`src/rtl/lpr_pkg.sv`:
```
// ----------------------------------------------------------------------------
// LRU page replacement: shared types and constants
// Frame geometry, the scan beat that walks the cell chain, and the write-back
// beat that updates one frame.
// ----------------------------------------------------------------------------
package lpr_pkg;

    localparam int FRAMES    = 16;
    localparam int PAGE_BITS = 16;
    localparam int STAMP_W   = 32;
    localparam int IDX_W     = (FRAMES > 1) ? $clog2(FRAMES) : 1;
    localparam int FC_W      = 5;

    localparam logic [FC_W-1:0]    FRAME_COUNT_RST = FC_W'(4);
    localparam logic [STAMP_W-1:0] STAMP_MAX       = '1;

    typedef logic [PAGE_BITS-1:0] page_t;
    typedef logic [STAMP_W-1:0]   stamp_t;
    typedef logic [IDX_W-1:0]     idx_t;

    typedef struct packed {
        logic   vld;
        page_t  page;
        logic   found;
        idx_t   slot;
        stamp_t best;
    } token_t;

    typedef struct packed {
        logic   en;
        idx_t   slot;
        page_t  page;
        stamp_t stamp;
    } upd_t;

endpackage

```
`src/rtl/lpr_cell.sv`:
```
// ----------------------------------------------------------------------------
// LRU page replacement: frame cell
// Holds one frame and advances the scan beat by one position per cycle,
// folding in its tag match and its timestamp for the minimum search.
// ----------------------------------------------------------------------------
module lpr_cell (
    input  logic                clk,
    input  logic                rst_n,
    input  lpr_pkg::idx_t       cell_idx,
    input  lpr_pkg::token_t     tok_in,
    output lpr_pkg::token_t     tok_out,
    input  lpr_pkg::upd_t       upd
);
    import lpr_pkg::*;

    page_t  page_reg;
    logic   valid_reg;
    stamp_t stamp_reg;
    logic   tok_vld_reg;
    token_t tok_reg;
    token_t tok_next;
    logic   match;
    logic   sel;

    assign match = valid_reg && (page_reg == tok_in.page);
    assign sel   = upd.en && (upd.slot == cell_idx);

    always_comb
    begin
        tok_next = tok_in;
        if (!tok_in.found)
        begin
            if (match)
            begin
                tok_next.found = 1'b1;
                tok_next.slot  = cell_idx;
            end
            else if (stamp_reg < tok_in.best)
            begin
                tok_next.best = stamp_reg;
                tok_next.slot = cell_idx;
            end
        end
    end

    always_ff @(posedge clk or negedge rst_n)
    begin
        if (!rst_n)
        begin
            valid_reg   <= 1'b0;
            stamp_reg   <= '0;
            tok_vld_reg <= 1'b0;
        end
        else
        begin
            tok_vld_reg <= tok_in.vld;
            if (sel)
            begin
                valid_reg <= 1'b1;
                stamp_reg <= upd.stamp;
            end
        end
    end

    always_ff @(posedge clk)
    begin
        tok_reg <= tok_next;
        if (sel)
        begin
            page_reg <= upd.page;
        end
    end

    always_comb
    begin
        tok_out     = tok_reg;
        tok_out.vld = tok_vld_reg;
    end

endmodule

```
`src/rtl/lru_page_replacement.sv`:
```
// ----------------------------------------------------------------------------
// LRU page replacement
// Page reference in, hit or fault out, over a chain of frame cells that share
// one scan beat for the tag match and the least-recent search.
// ----------------------------------------------------------------------------
//   Channel   Handshake              Payload
//   input     in_valid / in_stall    page_number
//   result    out_valid / out_stall  hit, frame_index, fault_count
//   config    cfg_valid / cfg_ready  frame_count
//
// Active frames are frame_count clamped to 1..16. The scan beat moves one frame
// cell per cycle through the active cells, then the chosen frame is written.
// One reference is in the chain at a time; a result waits in the output
// register or a skid register while the next reference is scanned.
// A config beat waits until the scan beat has left every cell of the chain.
// Reset empties every frame, zeroes both counters and sets frame_count to 4.
// ----------------------------------------------------------------------------
module lru_page_replacement (
    input  logic                       clk,
    input  logic                       rst_n,
    input  logic                       in_valid,
    output logic                       in_stall,
    input  logic [15:0]                page_number,
    output logic                       out_valid,
    input  logic                       out_stall,
    output logic                       hit,
    output logic [3:0]                 frame_index,
    output logic [31:0]                fault_count,
    input  logic                       cfg_valid,
    output logic                       cfg_ready,
    input  logic [lpr_pkg::FC_W-1:0]   frame_count
);
    import lpr_pkg::*;

    token_t           tok_in  [FRAMES];
    token_t           tok_out [FRAMES];
    token_t           tok_head;
    token_t           tok_end;
    upd_t             upd;
    logic [FRAMES-1:0] chain_vld;

    logic [FC_W-1:0]  frame_count_reg;
    logic             busy_reg;
    stamp_t           use_counter_reg;
    stamp_t           use_counter_next;
    logic [31:0]      faults_reg;
    logic [31:0]      faults_next;
    idx_t             last_idx;
    logic             accept;
    logic             commit;
    logic             out_free;

    logic             out_valid_reg;
    logic             out_hit_reg;
    logic [3:0]       out_idx_reg;
    logic [31:0]      out_faults_reg;
    logic             skid_valid_reg;
    logic             skid_hit_reg;
    logic [3:0]       skid_idx_reg;
    logic [31:0]      skid_faults_reg;

    assign in_stall  = busy_reg || skid_valid_reg;
    assign accept    = in_valid && !in_stall;
    assign cfg_ready = !busy_reg && (chain_vld == '0);

    always_comb
    begin
        if (frame_count_reg == '0)
        begin
            last_idx = '0;
        end
        else if (32'(frame_count_reg) > FRAMES)
        begin
            last_idx = IDX_W'(FRAMES - 1);
        end
        else
        begin
            last_idx = IDX_W'(frame_count_reg - 1'b1);
        end
    end

    always_comb
    begin
        tok_head.vld   = accept;
        tok_head.page  = PAGE_BITS'(page_number);
        tok_head.found = 1'b0;
        tok_head.slot  = '0;
        tok_head.best  = STAMP_MAX;
    end

    assign tok_in[0] = tok_head;

    genvar g;
    generate
        for (g = 0; g < FRAMES; g++)
        begin : g_cell
            if (g > 0)
            begin : g_link
                assign tok_in[g] = tok_out[g-1];
            end
            lpr_cell u_cell (
                .clk      (clk),
                .rst_n    (rst_n),
                .cell_idx (IDX_W'(g)),
                .tok_in   (tok_in[g]),
                .tok_out  (tok_out[g]),
                .upd      (upd)
            );
            assign chain_vld[g] = tok_out[g].vld;
        end
    endgenerate

    assign tok_end = tok_out[last_idx];
    assign commit  = tok_end.vld;

    assign use_counter_next = (use_counter_reg == STAMP_MAX) ? use_counter_reg
                                                             : use_counter_reg + 1'b1;
    always_comb
    begin
        faults_next = faults_reg;
        if (!tok_end.found && faults_reg != 32'hFFFF_FFFF)
        begin
            faults_next = faults_reg + 1'b1;
        end
    end

    always_comb
    begin
        upd.en    = commit;
        upd.slot  = tok_end.slot;
        upd.page  = tok_end.page;
        upd.stamp = use_counter_next;
    end

    assign out_free = !out_valid_reg || !out_stall;

    always_ff @(posedge clk or negedge rst_n)
    begin
        if (!rst_n)
        begin
            frame_count_reg <= FRAME_COUNT_RST;
            busy_reg        <= 1'b0;
            use_counter_reg <= '0;
            faults_reg      <= '0;
            out_valid_reg   <= 1'b0;
            skid_valid_reg  <= 1'b0;
        end
        else
        begin
            if (cfg_valid && cfg_ready)
            begin
                frame_count_reg <= frame_count;
            end
            if (accept)
            begin
                busy_reg <= 1'b1;
            end
            else if (commit)
            begin
                busy_reg <= 1'b0;
            end
            if (commit)
            begin
                use_counter_reg <= use_counter_next;
                faults_reg      <= faults_next;
            end
            if (commit)
            begin
                if (out_free)
                begin
                    out_valid_reg <= 1'b1;
                end
                else
                begin
                    skid_valid_reg <= 1'b1;
                end
            end
            else if (out_free)
            begin
                out_valid_reg  <= skid_valid_reg;
                skid_valid_reg <= 1'b0;
            end
        end
    end

    always_ff @(posedge clk)
    begin
        if (commit)
        begin
            if (out_free)
            begin
                out_hit_reg    <= tok_end.found;
                out_idx_reg    <= 4'(tok_end.slot);
                out_faults_reg <= faults_next;
            end
            else
            begin
                skid_hit_reg    <= tok_end.found;
                skid_idx_reg    <= 4'(tok_end.slot);
                skid_faults_reg <= faults_next;
            end
        end
        else if (out_free && skid_valid_reg)
        begin
            out_hit_reg    <= skid_hit_reg;
            out_idx_reg    <= skid_idx_reg;
            out_faults_reg <= skid_faults_reg;
        end
    end

    assign out_valid   = out_valid_reg;
    assign hit         = out_hit_reg;
    assign frame_index = out_idx_reg;
    assign fault_count = out_faults_reg;

`ifndef ASSERT_OFF
    // A scan beat only leaves the chain while a reference is in flight.
    a_commit_busy: assert property (@(posedge clk) disable iff (!rst_n)
        commit |-> busy_reg)
        else $error("scan beat completed with no reference in flight");

    // The skid register is only used behind a full output register.
    a_skid_order: assert property (@(posedge clk) disable iff (!rst_n)
        skid_valid_reg |-> out_valid_reg)
        else $error("skid register holds a beat ahead of the output register");

    // An accepted reference keeps the chain busy until its write-back.
    a_accept_busy: assert property (@(posedge clk) disable iff (!rst_n)
        accept |=> busy_reg)
        else $error("chain not busy after an accepted reference");

    // No result beat is created while a stalled skid beat is pending.
    a_commit_room: assert property (@(posedge clk) disable iff (!rst_n)
        commit |-> !skid_valid_reg)
        else $error("write-back with the skid register already full");
`endif

endmodule

```
`config.mk`:
```
export PLATFORM = sky130hd
export DESIGN_NAME = lru_page_replacement
export DESIGN_NICKNAME = d
export VERILOG_FILES = /design/src/rtl/lpr_pkg.sv /design/src/rtl/lpr_cell.sv /design/src/rtl/lru_page_replacement.sv
export SDC_FILE = /design/constraint.sdc
export NUM_CORES = 2
export LEC_CHECK = 0
export ABC_AREA = 1
export BUFFER_PORTS_ARGS = -buffer_cell sky130_fd_sc_hd__buf_2
export CELL_PAD_IN_SITES_DETAIL_PLACEMENT = 0
export CELL_PAD_IN_SITES_GLOBAL_PLACEMENT = 2
export CORE_AREA = 2 2 353 530
export DETAILED_ROUTE_END_ITERATION = 10
export DIE_AREA = 0 0 355 532
export PLACE_DENSITY = 0.95
export REMOVE_ABC_BUFFERS = 1
export SLEW_MARGIN = 25
export SYNTH_ARGS = -nofsm -noshare
export SYNTH_HDL_FRONTEND = slang
export SYNTH_SLANG_ARGS = --single-unit
```
`constraint.sdc`:
```
create_clock -name clk -period 8.5 [get_ports clk]
set_input_delay 0 -clock clk [delete_from_list [all_inputs] [get_ports clk]]
set_output_delay 0 -clock clk [all_outputs]
set_load 0.05 [all_outputs]
```
==> qor_table.md <==
| Step | Metric | This run |
|---|---|---|
| status | Run status | finished, final reports clean |
| timing | Minimum clock period | 6.06 ns |
| worst setup path | Beginning of the worst register-to-register path | frame_count_reg[0] |
| pwr | Sw frac | 22.0% |
| route | Count of nets left with antenna violations after detail routing | 0 |
| timing | Relative slew slack | 25.1% |
| timing | Final max-slew violation count | 0 |
| worst setup path | Crit path max-delay family | buffers and inverters |
| floorplan | Total Die Area | 189000 um^2 |
| global routing | GRT Overall Usage | 26.8% |
| cts | Clock root buffer master | clkbuf_16 |
| cts | Clk sink count | 1747 |
| pwr | Share of power burned in the clock network | 47.4% |
| global routing | Largest net degree at the start of global routing | 201 |
| place | Placed instance area | 81800 um^2 |
| cts | Number of buffers created by CTS | 170 |
| cells and area | Cell area after layout | 88400 um^2 |
| logic synthesis | Number of instances in the synthesized netlist | 9344 |
| worst setup path | Crit path max fanout | 72 |
| route | Via Count | 62600 |
| logic synthesis | Count of unique library cells instantiated by Yosys | 46 |
| route | Final routed DRC violation total | 0 |
| route | DRC violation total after the first TritonRoute iteration | 4664 |
| logic synthesis | Post-synth top area cell | dfxtp_1 |
| global routing | Vias in the first global route | 61600 |
| worst setup path | Startpoint of the worst setup timing path | frame_count_reg[0] |
| logic synthesis | Post-synthesis instance area | 78900 um^2 |
| run | Maximum Capacitance Violations | 0 |
| worst setup path | Critical path class | flip-flop to flip-flop |
| cts | Post_cts resized | 0 |
| cells and area | Share of final-layout standard cells stronger than drive strength 1 | 6.33% |
| global routing | Global-route wire length before repair | 381000 um |
| floorplan | Rows | 193 |
| worst setup path | Cells along the critical path | inv_2, ha_1, nand3_2, buf_4, nand2_1, inv_2, nand3_1, nand2_8, inv_2, buf_4, nor2_2, buf_4, nand2_2, inv_1 |
| cells and area | Max reg flops | 801 |
| logic synthesis | Count of state elements after synthesis | 1747 |
| logic synthesis | Proportion of synthesized chip area in sequential cells | 52.4% |
| cells and area | Storage element area | 41400 um^2 |
| timing | Slew at the pin closest to its max-slew limit | 1.11 ns |
| worst setup path | Count of buffer and inverter cells on the critical path | 7 |
| worst setup path | Highest cell delay on the worst timing path | 0.71 ns |
| route | Wire length per cell after detailed routing | 21.4 um |
| cells and area | # nets final | 9852 |
| floorplan | Die H | 532 um |
| cts | Clock transition at the registers of the reported paths | 0.06 ns |
| cts | CTS tree | built |
| cts | Bufs on Longest Clock Path | 3 |
| logic synthesis | Average instance area after synthesis | 8.45 um^2 |
| worst hold path | Min-Delay Path Class | input port to flip-flop |
| timing | Period utilisation layout | 71.3% |
| cts | Later-pin clock latency in the skew report | 0.87 ns |
| logic synthesis | Syn. warnings | 0 |
| cells and area | Area taken by multi-input logic gates | 31400 um^2 |
| place | Number of input and output port buffers inserted | 65 |
| worst setup path | Kind of end point of the critical path | flip-flop |
| timing | Setup repair after global routing missed its margin | no |
| cells and area | Final-layout fill cell count | 17700 |
| floorplan | # IOs | 66 |
| timing | Final setup violation count | 0 |
| pwr | Internal power of the cells | 0.0131 W |
| place | Routability congestion estimate | 0.936 |
| pwr | Fraction of power consumed by sequential logic | 51.1% |
| cells and area | Area growth from synthesis to final layout | 12.0% |
| global routing | Initial antenna violation count | 9 |
| logic synthesis | Cell types with the largest area share after synthesis | dfxtp_1, dfrtp_1, nand2_1 |
| timing | Clk_skew | 0.0614 ns |
| floorplan | Width of the die | 355 um |
| pwr | Pleak | 40.5 nW |
| route | Routed WL | 256000 um |
| worst setup path | Arrival time worst endpoint | 6.56 ns |
| cts | Hold Buf Count CTS | 59 |
| cts | Post-CTS Setup Inserts | 0 |
| floorplan | Initial standard-cell utilization of the core | 42.9% |
| pwr | Switching component of the power | 0.00371 W |
| timing | Final hold vios | 0 |
| pwr | Power density over the cells | 191 nW/um^2 |
| floorplan | Area of the core region | 184000 um^2 |
| route | Length of the first detailed-routing pass in iterations | 6 |
| place | DPL Wire Length | 174000 um |
| worst setup path | CP max stage cell | nand2_1 |
| worst hold path | Start point of the worst min-delay path | cfg_valid |
| worst setup path | Required time at the worst-slack endpoint | 8.99 ns |
| pwr | Comb pwr share | 1.5% |
| timing | Maximum frequency from static timing analysis | 165 MHz |
| cts | CTS H-tree depth | 4 |
| logic synthesis | Portion of synthesized cell area occupied by the leading cell type | 20.3% |
| worst setup path | Startpoint Class | flip-flop |
| global routing | Global route total overflow | 0 |
| timing | Worst Hold Slack | 0.161 ns |
| route | Via/cell ratio | 5.24 |
| pwr | Max IR drop VDD | 210 uV |
[layout by cell type (no fill, tap or decap), types with 50 or more instances in the layout]
master            n
a21oi_1         290
buf_2            64
buf_4           118
clkbuf_1         50
clkbuf_16       177
dfrtp_1         615
dfxtp_1         801
dlygate4sd3_1    58
edfxtp_1        330
ha_1            469
inv_1          1238
nand2_1        2730
nand3_1         709
nand4_1         306
nor2_1          309
nor3_1           74
o211ai_1         50
o21ai_0         533
or2_2            70
xnor2_1          57
xor2_1           78
[synth_stat cells (all sizes together)]
cell     count
nand3b      15
a31o         3
nor4b        2
o21a        13
clkbuf     242
dfstp        1
dfxtp      801
ha         470
o31ai        1
nand3      723
xor2        80
a221oi       1
o2111ai     23
o22ai       19
nor3b        9
and2         3
inv       1249
nand2     2750
nor2       324
o221ai      49
nor3        74
o211ai      50
dfrtp      615
and3         6
buf        166
or2         70
edfxtp     330
a211oi      11
xnor2       57
or3          2
a31oi        5
nor4        29
nand4      306
a21boi       9
a21oi      296
o21ai      540
[path summary, 6_finish.rpt]
path,end,slack (ns),depth (start not counted)
min in group asynchronous,faults_reg[23],0.34,4
worst max-delay path,g_cell[9].u_cell.page_reg[1],2.44,14
worst min-delay path,frame_count_reg[2],0.16,4
worst min register to register,g_cell[6].u_cell.tok_out[40],0.32,0
worst max register to register,g_cell[9].u_cell.page_reg[1],2.44,14
max in group asynchronous,g_cell[14].u_cell.stamp_reg[4],5.96,6
[area by class of cell]
type                            instances  area share (%)
Timing Repair Buffer                  248            2.22
Inverter                             1249            5.30
Tap cell                             2437            3.45
Antenna cell                            4          0.0113
Clock buffer                          255            5.66
Clock inverter                         66            1.08
Multi-Input combinational cell       5940            35.5
Sequential cell                      1747            46.8
[metal layers]
metal	track usage, %	part of all wire, %
met5	0	0
met4	18.7	8.2
met3	3.60	4.5
met2	48.5	51
met1	28.6	36
[metrics by stage]
| step | TNS [ns] | util (%) | cells | total power (W) | worst slack [ns] |
|---|---|---|---|---|---|
| after floorplan | -1202.60 | - | 8936 | 0.00884 | -3.14 |
| after global placement | 0 | 44.4 | 11600 | 0.00902 | 2.34 |
| after detailed placement | 0 | 44.5 | 11600 | 0.00902 | 2.43 |
| after CTS | 0 | 48.0 | 11900 | 0.0170 | 2.42 |
| after global routing | 0 | 48.0 | 11900 | 0.0173 | 2.14 |
| final | 0 | 48.0 | 11900 | 0.0169 | 2.44 |
[logic make-up after synthesis]
family,count (synthesis),share of synthesized area (%)
compound gates,1020,7.13
xor+xnor,137,1.52
fa+ha+maj,470,7.45
buf+inv,1657,8.16
flops,1747,52.4
simple gates,4313,23.3
[worst reg2reg max path: cells and delay by family (launching register included)]
| family | cells | cell delay (ns) |
|---|---|---|
| adders and majority gates | 1 | 0.22 |
| DFF | 1 | 0.38 |
| and+or+nand+nor | 6 | 2.40 |
| buffers and inverters | 7 | 2.68 |
[power groups by stage]
stage	Combinational [W]	Clock, W	Sequential (W)
finish	0.000259	0.00799	0.00861
CTS	0.000263	0.00812	0.00861
global placement	0.000237	0	0.00878
detailed placement	0.000243	0	0.00878
floorplan	0.0000957	0	0.00874
global route	0.000286	0.00845	0.00861
Note: power is estimated with default switching activity, not from simulation.
